[src/hdl/ipvr_pkg.sv]
// ----------------------------------------------------------------------------
// ipvr_pkg
// Shared types and constants of the recency replacement unit: field widths,
// event codes and configuration register indexes.
// ----------------------------------------------------------------------------
`default_nettype none

package ipvr_pkg;

  // default number of ways in the set
  localparam int WAYS_DEF = 8;

  // fixed field widths
  localparam int OP_W      = 2;
  localparam int WAY_W     = 3;
  localparam int VEC_W     = 24;
  localparam int VEC_ENT_W = 3;
  localparam int VEC_ENTS  = 8;
  localparam int INS_W     = 3;
  localparam int CFG_IDX_W = 1;
  localparam int CFG_DAT_W = VEC_W;

  // number of sets held in the state RAM
  localparam int SET_DEPTH = 1;

  // event kinds; the fourth code means nothing and leaves the state alone
  typedef enum logic [OP_W-1:0] {
    OP_HIT  = 2'd0,
    OP_FILL = 2'd1,
    OP_INV  = 2'd2
  } op_t;

  // configuration register indexes
  typedef enum logic [CFG_IDX_W-1:0] {
    CFG_PROMO = 1'b0,
    CFG_INS   = 1'b1
  } cfg_idx_t;

endpackage

`default_nettype wire

[src/hdl/ipvr_in_if.sv]
// ----------------------------------------------------------------------------
// ipvr_in_if
// Event channel: valid/ready handshake carrying the event kind and its way.
// ----------------------------------------------------------------------------
`default_nettype none

interface ipvr_in_if;
  logic                        valid;
  logic                        ready;
  logic [ipvr_pkg::OP_W-1:0]   op;
  logic [ipvr_pkg::WAY_W-1:0]  way;

  modport source (output valid, output op, output way, input ready);
  modport sink   (input valid, input op, input way, output ready);
endinterface

`default_nettype wire

[src/hdl/ipvr_out_if.sv]
// ----------------------------------------------------------------------------
// ipvr_out_if
// Victim channel: valid/ready handshake carrying the next victim way.
// ----------------------------------------------------------------------------
`default_nettype none

interface ipvr_out_if;
  logic                        valid;
  logic                        ready;
  logic [ipvr_pkg::WAY_W-1:0]  victim_way;
  logic                        victim_is_free;

  modport source (output valid, output victim_way, output victim_is_free, input ready);
  modport sink   (input valid, input victim_way, input victim_is_free, output ready);
endinterface

`default_nettype wire

[src/hdl/ipvr_ram.sv]
// ----------------------------------------------------------------------------
// ipvr_ram
// Generic single-clock RAM: one write port, one read port, registered read.
// ----------------------------------------------------------------------------
`default_nettype none

module ipvr_ram #(
  parameter int WIDTH = 8,
  parameter int DEPTH = 1,
  parameter int AW    = (DEPTH > 1) ? $clog2(DEPTH) : 1
) (
  input  wire logic                 clk,
  input  wire logic                 we,
  input  wire logic [AW-1:0]        waddr,
  input  wire logic [WIDTH-1:0]     wdata,
  input  wire logic                 re,
  input  wire logic [AW-1:0]        raddr,
  output logic      [WIDTH-1:0]     rdata
);

  logic [WIDTH-1:0] mem [DEPTH];

  // write, then registered read
  always_ff @(posedge clk) begin
    if (we) begin
      mem[waddr] <= wdata;
    end
    if (re) begin
      rdata <= mem[raddr];
    end
  end

endmodule

`default_nettype wire

[src/hdl/ipv_recency_replacement_unit.sv]
// ----------------------------------------------------------------------------
// ipv_recency_replacement_unit
// Recency replacement state of one cache set with a programmable promotion
// vector and insertion position; reports the next victim after every event.
// ----------------------------------------------------------------------------
// The positions and valid marks of all ways sit in one word of a RAM with a
// registered read. An event is taken when in_chan.ready is high; the set word
// is read on that edge, updated and written back in the next cycle, and the
// victim is chosen from the new state in the cycle after, which loads the
// result register and may take the next event at the same time. So a new
// event is not taken until the set word of the last one is written back. A
// stalled result holds the unit in its victim cycle until the word is taken.
// Configuration writes land at once and are meant for idle periods.
// ----------------------------------------------------------------------------
`default_nettype none

module ipv_recency_replacement_unit #(
  parameter int WAYS = ipvr_pkg::WAYS_DEF
) (
  input  wire logic                            clk,
  input  wire logic                            rst_n,
  ipvr_in_if.sink                              in_chan,
  ipvr_out_if.source                           out_chan,
  input  wire logic                            cfg_we,
  input  wire logic [ipvr_pkg::CFG_IDX_W-1:0]  cfg_idx,
  input  wire logic [ipvr_pkg::CFG_DAT_W-1:0]  cfg_wdata
);

  localparam int PW     = $clog2(WAYS);
  localparam int MAXP   = WAYS - 1;
  localparam int WORD_W = WAYS * (PW + 1);
  localparam int AW     = (ipvr_pkg::SET_DEPTH > 1) ? $clog2(ipvr_pkg::SET_DEPTH) : 1;

  typedef logic [PW-1:0] pos_t;

  typedef enum logic [2:0] {
    S_IDLE = 3'b001,
    S_UPD  = 3'b010,
    S_VIC  = 3'b100
  } state_t;

  state_t state_r, state_nxt;

  logic [ipvr_pkg::VEC_W-1:0] promo_r;
  logic [ipvr_pkg::INS_W-1:0] ins_r;
  logic                       init_r;

  logic [ipvr_pkg::OP_W-1:0]  op_r;
  logic [ipvr_pkg::WAY_W-1:0] way_r;

  logic [WORD_W-1:0] rdata, wdata;
  logic              accept, slot_free, mem_we;

  pos_t pos_cur [WAYS];
  logic [WAYS-1:0] vld_cur;
  pos_t pos_nxt [WAYS];
  logic [WAYS-1:0] vld_nxt;
  pos_t pos_r   [WAYS];
  logic [WAYS-1:0] vld_r;

  pos_t p, n, ins;
  logic [PW-1:0] widx;
  logic [ipvr_pkg::VEC_ENT_W-1:0] k, vent;
  logic in_range;

  logic [ipvr_pkg::WAY_W-1:0] victim;
  logic                       victim_free;
  logic                       out_valid_r;
  logic [ipvr_pkg::WAY_W-1:0] out_way_r;
  logic                       out_free_r;

  // handshake
  assign slot_free     = !out_valid_r || out_chan.ready;
  assign in_chan.ready = (state_r == S_IDLE) || ((state_r == S_VIC) && slot_free);
  assign accept        = in_chan.valid && in_chan.ready;

  // sequencer
  always_comb begin
    state_nxt = state_r;
    unique case (state_r)
      S_IDLE: begin
        if (accept) state_nxt = S_UPD;
      end
      S_UPD: begin
        state_nxt = S_VIC;
      end
      S_VIC: begin
        if (slot_free) state_nxt = accept ? S_UPD : S_IDLE;
      end
      default: state_nxt = S_IDLE;
    endcase
  end

  always_ff @(posedge clk) begin
    if (!rst_n) begin
      state_r <= S_IDLE;
    end else begin
      state_r <= state_nxt;
    end
  end

  // configuration registers
  always_ff @(posedge clk) begin
    if (!rst_n) begin
      promo_r <= '0;
      ins_r   <= '0;
    end else if (cfg_we) begin
      case (cfg_idx)
        ipvr_pkg::CFG_PROMO: promo_r <= cfg_wdata;
        ipvr_pkg::CFG_INS:   ins_r   <= cfg_wdata[ipvr_pkg::INS_W-1:0];
        default: ;
      endcase
    end
  end

  // hold the event while the set word is fetched
  always_ff @(posedge clk) begin
    if (accept) begin
      op_r  <= in_chan.op;
      way_r <= in_chan.way;
    end
  end

  // set word store; its contents are masked to zero until first written
  assign mem_we = (state_r == S_UPD);

  ipvr_ram #(
    .WIDTH (WORD_W),
    .DEPTH (ipvr_pkg::SET_DEPTH)
  ) u_set_ram (
    .clk   (clk),
    .we    (mem_we),
    .waddr (AW'(0)),
    .wdata (wdata),
    .re    (accept),
    .raddr (AW'(0)),
    .rdata (rdata)
  );

  always_ff @(posedge clk) begin
    if (!rst_n) begin
      init_r <= 1'b0;
    end else if (mem_we) begin
      init_r <= 1'b1;
    end
  end

  // unpack the set word
  always_comb begin
    for (int i = 0; i < WAYS; i++) begin
      vld_cur[i] = init_r & rdata[WAYS*PW + i];
      pos_cur[i] = init_r ? rdata[i*PW +: PW] : '0;
    end
  end

  // promotion target and insertion position, saturated to the deepest slot
  assign widx     = PW'(way_r);
  assign in_range = (int'(way_r) < WAYS);
  assign p        = pos_cur[widx];
  assign k        = (int'(p) > ipvr_pkg::VEC_ENTS - 1) ?
                    ipvr_pkg::VEC_ENT_W'(ipvr_pkg::VEC_ENTS - 1) : ipvr_pkg::VEC_ENT_W'(p);
  assign vent     = promo_r[k*ipvr_pkg::VEC_ENT_W +: ipvr_pkg::VEC_ENT_W];
  assign n        = (int'(vent) > MAXP) ? PW'(MAXP) : PW'(vent);
  assign ins      = (int'(ins_r) > MAXP) ? PW'(MAXP) : PW'(ins_r);

  // apply the event to every way at once
  always_comb begin
    pos_t t;
    t = '0;
    for (int i = 0; i < WAYS; i++) begin
      pos_nxt[i] = pos_cur[i];
      vld_nxt[i] = vld_cur[i];
    end
    case (op_r)
      ipvr_pkg::OP_HIT: begin
        if (in_range && vld_cur[widx]) begin
          for (int i = 0; i < WAYS; i++) begin
            if (i != int'(widx) && vld_cur[i]) begin
              if (n < p && pos_cur[i] >= n && pos_cur[i] < p) begin
                pos_nxt[i] = pos_cur[i] + 1'b1;
              end else if (n > p && pos_cur[i] > p && pos_cur[i] <= n) begin
                pos_nxt[i] = pos_cur[i] - 1'b1;
              end
            end
          end
          pos_nxt[widx] = n;
        end
      end
      ipvr_pkg::OP_FILL: begin
        if (in_range) begin
          for (int i = 0; i < WAYS; i++) begin
            if (i != int'(widx) && vld_cur[i]) begin
              // close the gap of a refilled way, then push back behind the slot
              t = (vld_cur[widx] && pos_cur[i] > p) ? pos_cur[i] - 1'b1 : pos_cur[i];
              if (t >= ins && int'(t) != MAXP) begin
                t = t + 1'b1;
              end
              pos_nxt[i] = t;
            end
          end
          vld_nxt[widx] = 1'b1;
          pos_nxt[widx] = ins;
        end
      end
      ipvr_pkg::OP_INV: begin
        if (in_range && vld_cur[widx]) begin
          for (int i = 0; i < WAYS; i++) begin
            if (i != int'(widx) && vld_cur[i] && pos_cur[i] > p) begin
              pos_nxt[i] = pos_cur[i] - 1'b1;
            end
          end
          vld_nxt[widx] = 1'b0;
          pos_nxt[widx] = '0;
        end
      end
      default: ;
    endcase
  end

  // pack the new set word for write-back
  always_comb begin
    for (int i = 0; i < WAYS; i++) begin
      wdata[i*PW +: PW]   = pos_nxt[i];
      wdata[WAYS*PW + i]  = vld_nxt[i];
    end
  end

  // keep a copy of the new state for the victim search
  always_ff @(posedge clk) begin
    if (mem_we) begin
      pos_r <= pos_nxt;
      vld_r <= vld_nxt;
    end
  end

  // victim: lowest free way, else lowest way in the deepest position
  always_comb begin
    logic [WAYS-1:0] deep;
    deep        = '1;
    victim      = '0;
    victim_free = ~&vld_r;
    for (int i = 0; i < WAYS; i++) begin
      for (int j = 0; j < WAYS; j++) begin
        if (j < i && pos_r[j] >= pos_r[i]) deep[i] = 1'b0;
        if (j > i && pos_r[j] > pos_r[i])  deep[i] = 1'b0;
      end
    end
    for (int i = WAYS - 1; i >= 0; i--) begin
      if (victim_free) begin
        if (!vld_r[i]) victim = ipvr_pkg::WAY_W'(i);
      end else if (deep[i]) begin
        victim = ipvr_pkg::WAY_W'(i);
      end
    end
  end

  // result register
  always_ff @(posedge clk) begin
    if (!rst_n) begin
      out_valid_r <= 1'b0;
    end else if ((state_r == S_VIC) && slot_free) begin
      out_valid_r <= 1'b1;
    end else if (out_chan.ready) begin
      out_valid_r <= 1'b0;
    end
  end

  always_ff @(posedge clk) begin
    if ((state_r == S_VIC) && slot_free) begin
      out_way_r  <= victim;
      out_free_r <= victim_free;
    end
  end

  assign out_chan.valid          = out_valid_r;
  assign out_chan.victim_way     = out_way_r;
  assign out_chan.victim_is_free = out_free_r;

endmodule

`default_nettype wire

[src/flat_wrapper.sv]
// flat-port wrapper written by rule: the top's interface ports become plain ports
module ipv_recency_replacement_unit_flat 
#(
  parameter int WAYS = ipvr_pkg::WAYS_DEF
)
  (clk, rst_n, cfg_we, cfg_idx, cfg_wdata, in_chan_valid, in_chan_op, in_chan_way, in_chan_ready, out_chan_valid, out_chan_victim_way, out_chan_victim_is_free, out_chan_ready);
  ipvr_in_if in_chan_i ();
  ipvr_out_if out_chan_i ();
  input  wire logic clk;
  input  wire logic rst_n;
  input  wire logic cfg_we;
  input  wire logic [ipvr_pkg::CFG_IDX_W-1:0] cfg_idx;
  input  wire logic [ipvr_pkg::CFG_DAT_W-1:0] cfg_wdata;
  input wire logic [$bits(in_chan_i.valid)-1:0] in_chan_valid;
  input wire logic [$bits(in_chan_i.op)-1:0] in_chan_op;
  input wire logic [$bits(in_chan_i.way)-1:0] in_chan_way;
  output wire logic [$bits(in_chan_i.ready)-1:0] in_chan_ready;
  output wire logic [$bits(out_chan_i.valid)-1:0] out_chan_valid;
  output wire logic [$bits(out_chan_i.victim_way)-1:0] out_chan_victim_way;
  output wire logic [$bits(out_chan_i.victim_is_free)-1:0] out_chan_victim_is_free;
  input wire logic [$bits(out_chan_i.ready)-1:0] out_chan_ready;
  assign in_chan_i.valid = in_chan_valid;
  assign in_chan_i.op = in_chan_op;
  assign in_chan_i.way = in_chan_way;
  assign in_chan_ready = in_chan_i.ready;
  assign out_chan_valid = out_chan_i.valid;
  assign out_chan_victim_way = out_chan_i.victim_way;
  assign out_chan_victim_is_free = out_chan_i.victim_is_free;
  assign out_chan_i.ready = out_chan_ready;
  ipv_recency_replacement_unit #(.WAYS(WAYS)) u_core (.clk(clk), .rst_n(rst_n), .in_chan(in_chan_i), .out_chan(out_chan_i), .cfg_we(cfg_we), .cfg_idx(cfg_idx), .cfg_wdata(cfg_wdata));
endmodule
[config.mk]
export PLATFORM = sky130hd
export DESIGN_NAME = ipv_recency_replacement_unit_flat
export DESIGN_NICKNAME = d
export VERILOG_FILES = /design/src/hdl/ipvr_pkg.sv /design/src/hdl/ipvr_in_if.sv /design/src/hdl/ipvr_out_if.sv /design/src/hdl/ipvr_ram.sv /design/src/hdl/ipv_recency_replacement_unit.sv /design/src/flat_wrapper.sv
export SDC_FILE = /design/constraint.sdc
export NUM_CORES = 1
export LEC_CHECK = 0
export ABC_AREA = 1
export BUFFER_PORTS_ARGS = -buffer_cell sky130_fd_sc_hd__buf_2
export CAP_MARGIN = 10
export CORE_AREA = 10 10 214 216
export CTS_CLUSTER_DIAMETER = 50
export CTS_CLUSTER_SIZE = 8
export DETAILED_ROUTE_END_ITERATION = 10
export DIE_AREA = 0 0 224 226
export GPL_TIMING_DRIVEN = 0
export HOLD_SLACK_MARGIN = 0.06
export SYNTH_ARGS = -nofsm -noshare
export SYNTH_HDL_FRONTEND = slang
export SYNTH_HIERARCHICAL = 1
export SYNTH_SLANG_ARGS = --single-unit
[constraint.sdc]
create_clock -name clk -period 6.7 [get_ports clk]
set_clock_uncertainty 0.05 [all_clocks]
set_input_delay 1.34 -clock clk [delete_from_list [all_inputs] [get_ports clk]]
set_output_delay 1.34 -clock clk [all_outputs]
set_load 0.03 [all_outputs]
==> reports/results.md, run 1 <==
| Metric | This run | Unit |
|:---|:---|:---|
| Switching power | 0.001308 | W |
| Vias in the first global route | 12910 | - |
| Leakage power of the design | 6.926 | nW |
| Clk network pwr share | 31.7 | % |
| Routability-driven placement congestion ratio | 0.9786 | - |
| Post-DR wirelength/cell | 19.74 | um |
| Cells after Synth | 1804 | - |
| Final design area excluding fillers | 0.01468 | mm^2 |
| Fraction of power spent switching nets | 39.56 | % |
| Fmax achieved | 163.2 | MHz |
| Area Growth Syn to Fin | 12.34 | % |
| Drc violations | 0 | - |
| I/O Buffers | 39 | - |
| Synth warnings | 6 | - |
| Largest vdd supply drop | 0.0001864 | V |
| I/O pins | 41 | - |
| Placed cell area | 0.01403 | mm^2 |
| Detailed-router iteration count before antenna repair | 5 | - |
| Detailed placer's ending HPWL | 36150 | um |
| Clock tree from TritonCTS | built | - |
| Required arrival time at the worst endpoint | 6.79 | ns |
| Total Negative Setup Slacks | 0 | ns |
| Reported max-cap violation count | 0 | - |
| Multi-input gate area | 0.008265 | mm^2 |
| GRT Overall Usage | 18.51 | % |
| Die span in x | 224 | um |
| Critical Path End Type | register | - |
| Antenna violations before repair | 0 | - |
| Antenna Nets Post-Route | 0 | - |
| First-pass GRT wire length | 72950 | um |
| Startpoint Class | register | - |
| Setup Fix Bufs, Post-CTS | 0 | - |
| Portion of total power attributed to combinational logic | 38.2 | % |
| Mapped cell area | 0.01307 | mm^2 |
| Row Count | 75 | - |
| Fill cells | 4420 | - |
| Y dimension of the die | 226 | um |
| Number of levels in the clock H-tree | 4 | - |
| Clock transition at the register clock pins on the worst setup and hold paths after CTS | 0.06 | ns |
| Post_cts resized | 0 | - |
| Maximum clock path buffer count | 2 | - |
| Number of nets produced by synthesis | 2033 | - |
| Pin count of the biggest net entering global routing | 28 | - |
| Fraction of final layout cells sized beyond drive strength 1 | 6.748 | % |
| Die footprint | 0.05062 | mm^2 |
| Syn avg cell area | 7.245 | um^2 |
| Hold bufs inserted after CTS | 0 | - |
| Core region area | 0.04157 | mm^2 |
| Nets | 2098 | - |
| Number of design-rule violations left by the first detailed-router iteration | 1215 | - |
| Final number of hold-violating endpoints | 0 | - |
| Total congestion overflow | 0 | - |
| Worst slew pin tran | 1.011 | ns |
| Worst-path fanout max | 18 | - |
| Power per cell area | 225.2 | mW/mm^2 |
| Reg area | 0.003794 | mm^2 |
| Worst slew margin relative to its limit | 32.21 | % |
| Status | completed | - |
| Routed wire length | 47790 | um |
| Shortest clock period the worst path allows after layout | 6.127 | ns |
| Clock Tree Root | sky130_fd_sc_hd__clkbuf_16 | - |
| Internal power of the cells | 0.001998 | W |
| Sequential Power Share | 30.1 | % |
| Clk Latency, worst-skew pair | 0.42 | ns |
| Ant. Diodes | 0 | - |
| Number of buffers created by CTS | 17 | - |
| Routed vias | 13300 | - |
| Clock sink count | 137 | - |
| Category of the most critical setup path | register to register | - |
| Setup repair after global routing missed its margin | false | - |
| Initial core utilization | 31.44 | % |
| Final setup vio count | 0 | - |
| Critical Path AT | 6.22 | ns |
| Final Slew Violations | 0 | - |
| Path class of the lowest-slack min-delay path | register to register | - |
| Share of the cycle needed by the critical path after routing | 91.45 | % |
| Detailed-route vias per instance | 5.495 | - |
==> power by group through the flow <==
stage	sequential, W	combinational (W)	clock, W
3_5_place_dp	0.00101	0.00123	0
2_1_floorplan	0.00100	0.000843	0
4_1_cts	0.000994	0.00123	0.00107
3_3_place_gp	0.00101	0.00118	0
6_report	0.000994	0.00126	0.00105
5_1_grt	0.000998	0.00140	0.00110
==> metal layers <==
layer  up-vias  global-route usage [%]  wire length [um]
met5         -                       0                 0
met4         0                   6.560              1508
met3        95                   2.932              3548
met2       560                   30.78             21680
met1      6263                   23.82             21050
li1       6386                       -                 -
==> cell usage in the layout, fill, tap and decap left out, types with 8 or more instances in the layout <==
cell type	count
sky130_fd_sc_hd__nand2_1	441
sky130_fd_sc_hd__inv_1	211
sky130_fd_sc_hd__ha_1	194
sky130_fd_sc_hd__nor2_1	162
sky130_fd_sc_hd__nand3_1	151
sky130_fd_sc_hd__o21ai_0	137
sky130_fd_sc_hd__edfxtp_1	105
sky130_fd_sc_hd__a21oi_1	88
sky130_fd_sc_hd__buf_2	45
sky130_fd_sc_hd__a31oi_1	43
sky130_fd_sc_hd__nand4_1	33
sky130_fd_sc_hd__dfxtp_1	32
sky130_fd_sc_hd__clkbuf_1	24
sky130_fd_sc_hd__xor2_1	21
sky130_fd_sc_hd__a211oi_1	18
sky130_fd_sc_hd__clkbuf_16	17
sky130_fd_sc_hd__nand2_2	15
sky130_fd_sc_hd__o211ai_1	13
sky130_fd_sc_hd__o21ai_1	12
sky130_fd_sc_hd__buf_6	9
sky130_fd_sc_hd__clkinv_1	8
sky130_fd_sc_hd__nand3_2	8
==> final cells by class <==
type | instances | area share, %
inverter | 224 | 5.744
clock buffer | 19 | 2.948
clock inverter | 13 | 1.483
buffer | 36 | 1.176
tap | 539 | 4.593
timing repair buffer | 46 | 1.926
multi-input combinational | 1407 | 56.29
sequential | 137 | 25.84
==> per-stage QoR <==
stage / utilization (%) / hold WS, ns / worst slack [ns] / total power [W] / std cells
final: 35.32 / 0.3663 / 0.5728 / 0.003306 / 2421
after global routing: 35.32 / 0.3712 / 0.1739 / 0.003500 / 2421
after CTS: 35.32 / 0.3640 / 0.7272 / 0.003293 / 2421
after detailed placement: 33.75 / 0.3545 / 0.7553 / 0.002241 / 2389
after global placement: 33.53 / 0.3508 / -1.417 / 0.002196 / 2382
after floorplan: - / 0.3503 / 1.108 / 0.001845 / 1804
==> path summary, 6_finish.rpt <==
| kind | end | cells after the start | slack, ns | startpoint |
|---|---|---|---|---|
| max | u_core/pos_r[11] | 26 | 0.57 | u_core/way_r[2] |
| min | u_core/u_set_ram/rdata[17] | 0 | 0.37 | u_core/u_set_ram/mem[0][17] |
| max reg2reg | u_core/pos_r[11] | 26 | 0.57 | u_core/way_r[2] |
| min reg2reg | u_core/u_set_ram/rdata[17] | 0 | 0.37 | u_core/u_set_ram/mem[0][17] |
==> critical path, stage by stage (launching register included) <==
cell and delay (ns):
sky130_fd_sc_hd__edfxtp_1 0.31, sky130_fd_sc_hd__buf_2 0.26, sky130_fd_sc_hd__clkinv_1 0.36, sky130_fd_sc_hd__a21oi_1 0.35, sky130_fd_sc_hd__nand2_2 0.23, sky130_fd_sc_hd__nand2_4 0.15, sky130_fd_sc_hd__buf_2 0.44, sky130_fd_sc_hd__inv_1 0.26
sky130_fd_sc_hd__nand2_1 0.11, sky130_fd_sc_hd__nand3_1 0.07, sky130_fd_sc_hd__nand3_1 0.14, sky130_fd_sc_hd__nand2_1 0.43, sky130_fd_sc_hd__inv_1 0.66, sky130_fd_sc_hd__ha_1 0.37, sky130_fd_sc_hd__nand2_1 0.08, sky130_fd_sc_hd__nor2_1 0.04
sky130_fd_sc_hd__a211oi_1 0.26, sky130_fd_sc_hd__a31oi_1 0.08, sky130_fd_sc_hd__nor2_1 0.19, sky130_fd_sc_hd__nand4_1 0.12, sky130_fd_sc_hd__nand3_1 0.11, sky130_fd_sc_hd__nand2_1 0.07, sky130_fd_sc_hd__nand2_1 0.06, sky130_fd_sc_hd__nand2_1 0.05
sky130_fd_sc_hd__nand2_1 0.05, sky130_fd_sc_hd__nand2_1 0.05, sky130_fd_sc_hd__a21oi_1 0.46
==> flip-flops by register name, summed over array words and instances (netlist names) <==
register / flops
u_core/u_set_ram/mem: 32
u_core/u_set_ram/rdata: 32
u_core/pos_r: 24
u_core/promo_r: 24
u_core/vld_r: 8
u_core/ins: 3
u_core/out_chan.victim_way: 3
u_core/state_r: 3
u_core/way_r: 3
u_core/op_r: 2
u_core/init_r: 1
u_core/out_chan.valid: 1
u_core/out_chan.victim_is_free: 1
No activity file was read; power rests on OpenSTA's default activity.
==> run 2: changes to the inputs <==
Settings changed: REMOVE_ABC_BUFFERS set to 1.
==> reports/results.md, run 2 (synthesis gave the netlist of run 1 again) <==
| Metric | This run | Unit |
|:---|:---|:---|
| Clock transition at the register clock pins on the worst setup and hold paths after CTS | 0.06 | ns |
| Die footprint | 0.05062 | mm^2 |
| Core region area | 0.04157 | mm^2 |
| Worst slew margin relative to its limit | 8.280 | % |
| Critical Path End Type | register | - |
| Final Slew Violations | 0 | - |
| First-pass GRT wire length | 67160 | um |
| Post-placement worst setup slack | 0.5932 | ns |
| Total congestion overflow | 0 | - |
| Detailed placer's ending HPWL | 30930 | um |
| Final number of hold-violating endpoints | 0 | - |
| Initial core utilization | 31.44 | % |
| Fraction of final layout cells sized beyond drive strength 1 | 6.544 | % |
| Number of levels in the clock H-tree | 4 | - |
| Maximum clock path buffer count | 2 | - |
| Area Growth Syn to Fin | 11.35 | % |
| Worst-path fanout max | 33 | - |
| Row Count | 75 | - |
| Total instance count after detailed placement | 2355 | - |
| Number of standard cells in the final layout excluding fillers | 2388 | - |
| Die span in x | 224 | um |
| Nets | 2065 | - |
| Setup Fix Bufs, Post-CTS | 0 | - |
| Clock sink count | 137 | - |
| I/O Buffers | 40 | - |
| Power per cell area | 220.9 | mW/mm^2 |
| Routability-driven placement congestion ratio | 0.9031 | - |
| Antenna Nets Post-Route | 0 | - |
| Clock tree from TritonCTS | built | - |
| Category of the most critical setup path | register to register | - |
| Antenna violations before repair | 1 | - |
| Worst-case setup margin in the final layout | 0.4133 | ns |
| Reported max-cap violation count | 0 | - |
| Worst slew pin tran | 1.376 | ns |
| Routed wire length | 42760 | um |
| Clock Tree Root | sky130_fd_sc_hd__clkbuf_16 | - |
| Number of buffers created by CTS | 17 | - |
| GRT Overall Usage | 16.65 | % |
| Required arrival time at the worst endpoint | 6.83 | ns |
| Leading registers by flop count | u_core/u_set_ram/mem x32, u_core/u_set_ram/rdata x32 | - |
| Routed vias | 13010 | - |
| Status | completed | - |
| Post-DR wirelength/cell | 17.91 | um |
| Shortest clock period the worst path allows after layout | 6.287 | ns |
| Pin count of the biggest net entering global routing | 55 | - |
| Drc violations | 0 | - |
| Post_cts resized | 0 | - |
| Ant. Diodes | 0 | - |
| Clk Latency, worst-skew pair | 0.43 | ns |
| Critical Path AT | 6.41 | ns |
| Vias in the first global route | 12480 | - |
| Detailed-router iteration count before antenna repair | 6 | - |
| Leakage power of the design | 6.874 | nW |
| Fmax achieved | 159.1 | MHz |
| Setup repair after global routing missed its margin | false | - |
| Path class of the lowest-slack min-delay path | register to register | - |
| I/O pins | 41 | - |
| Number of design-rule violations left by the first detailed-router iteration | 1126 | - |
| Final setup vio count | 0 | - |
| Y dimension of the die | 226 | um |
| Hold bufs inserted after CTS | 0 | - |
| Largest vdd supply drop | 0.0001953 | V |
| Commonest cells after routing, fill and taps aside | sky130_fd_sc_hd__nand2_1, sky130_fd_sc_hd__inv_1, sky130_fd_sc_hd__ha_1, sky130_fd_sc_hd__nor2_1, sky130_fd_sc_hd__nand3_1 | - |
| Detailed-route vias per instance | 5.449 | - |
| Share of the cycle needed by the critical path after routing | 93.83 | % |
| Leading cell type in the layout, fill and taps excluded | sky130_fd_sc_hd__nand2_1 | - |
| Startpoint Class | register | - |
run 2: worst max-delay path, stage by stage (launching register included):
cell and delay [ns]:
sky130_fd_sc_hd__dfxtp_2 0.94, sky130_fd_sc_hd__nand2_1 0.46, sky130_fd_sc_hd__nand2_1 0.16, sky130_fd_sc_hd__nand2_1 0.06, sky130_fd_sc_hd__nand2_1 0.07, sky130_fd_sc_hd__nand3_2 0.21
sky130_fd_sc_hd__nand2_4 0.34, sky130_fd_sc_hd__inv_1 0.19, sky130_fd_sc_hd__nand2_1 0.09, sky130_fd_sc_hd__nand3_1 0.08, sky130_fd_sc_hd__nand3_1 0.11, sky130_fd_sc_hd__nand2_1 0.51
sky130_fd_sc_hd__inv_1 0.70, sky130_fd_sc_hd__ha_1 0.36, sky130_fd_sc_hd__nand2_1 0.07, sky130_fd_sc_hd__nor2_1 0.04, sky130_fd_sc_hd__a211oi_1 0.26, sky130_fd_sc_hd__a31oi_1 0.07
sky130_fd_sc_hd__nor2_1 0.23, sky130_fd_sc_hd__nand3_2 0.13, sky130_fd_sc_hd__nand2_1 0.10, sky130_fd_sc_hd__nand3_1 0.09, sky130_fd_sc_hd__nand2_1 0.10, sky130_fd_sc_hd__nand2_1 0.06
sky130_fd_sc_hd__nand3_1 0.07, sky130_fd_sc_hd__nand2_1 0.07, sky130_fd_sc_hd__a21oi_1 0.37
run 2: metal layers:
metal	part of all wire, %	vias up	GRT usage, %	wire [um]
met3	7.6	104	2.867	3238
li1	-	6308	-	-
met1	44	6069	21.48	18920
met5	0.030	-	0	13
met4	3.5	2	7.174	1509
met2	45	529	26.88	19080
run 2: stage by stage:
step | setup TNS [ns] | utilization, % | hold WS (ns) | instance area, um^2 | total power (W)
2_1_floorplan | 0 | - | 0.3503 | 12900 | 0.001821
3_3_place_gp | -84.42 | 33.13 | 0.3513 | 13770 | 0.002130
3_5_place_dp | 0 | 33.42 | 0.3545 | 13890 | 0.002173
4_1_cts | 0 | 34.94 | 0.3665 | 14530 | 0.003199
5_1_grt | 0 | 35.01 | 0.3726 | 14550 | 0.003415
6_report | 0 | 35.01 | 0.3666 | 14550 | 0.003215
run 2: area by class of cell:
cell class | instances | area, um^2
Clock buffer | 18 | 439.2
Clock inverter | 14 | 193.9
Fill cell | 4354 | 27020
Inverter | 224 | 843.3
Multi-Input combinational cell | 1407 | 8265
Sequential cell | 137 | 3795
Tap cell | 539 | 674.4
Timing Repair Buffer | 49 | 342.8
run 2: final timing paths:
check	from	to	slack (ns)	depth (start not counted)
min	u_core/u_set_ram/mem[0][21]	u_core/u_set_ram/rdata[21]	0.37	0
min reg2reg	u_core/u_set_ram/mem[0][21]	u_core/u_set_ram/rdata[21]	0.37	0
max reg2reg	u_core/init_r	u_core/pos_r[14]	0.41	26
max	u_core/init_r	u_core/pos_r[14]	0.41	26
run 2: where the power goes:
group | switching, W | internal [W] | total (W)
logic | 0.000840 | 0.000355 | 0.00119
clock network | 0.000386 | 0.000636 | 0.00102
registers | 0.0000316 | 0.000967 | 0.000999
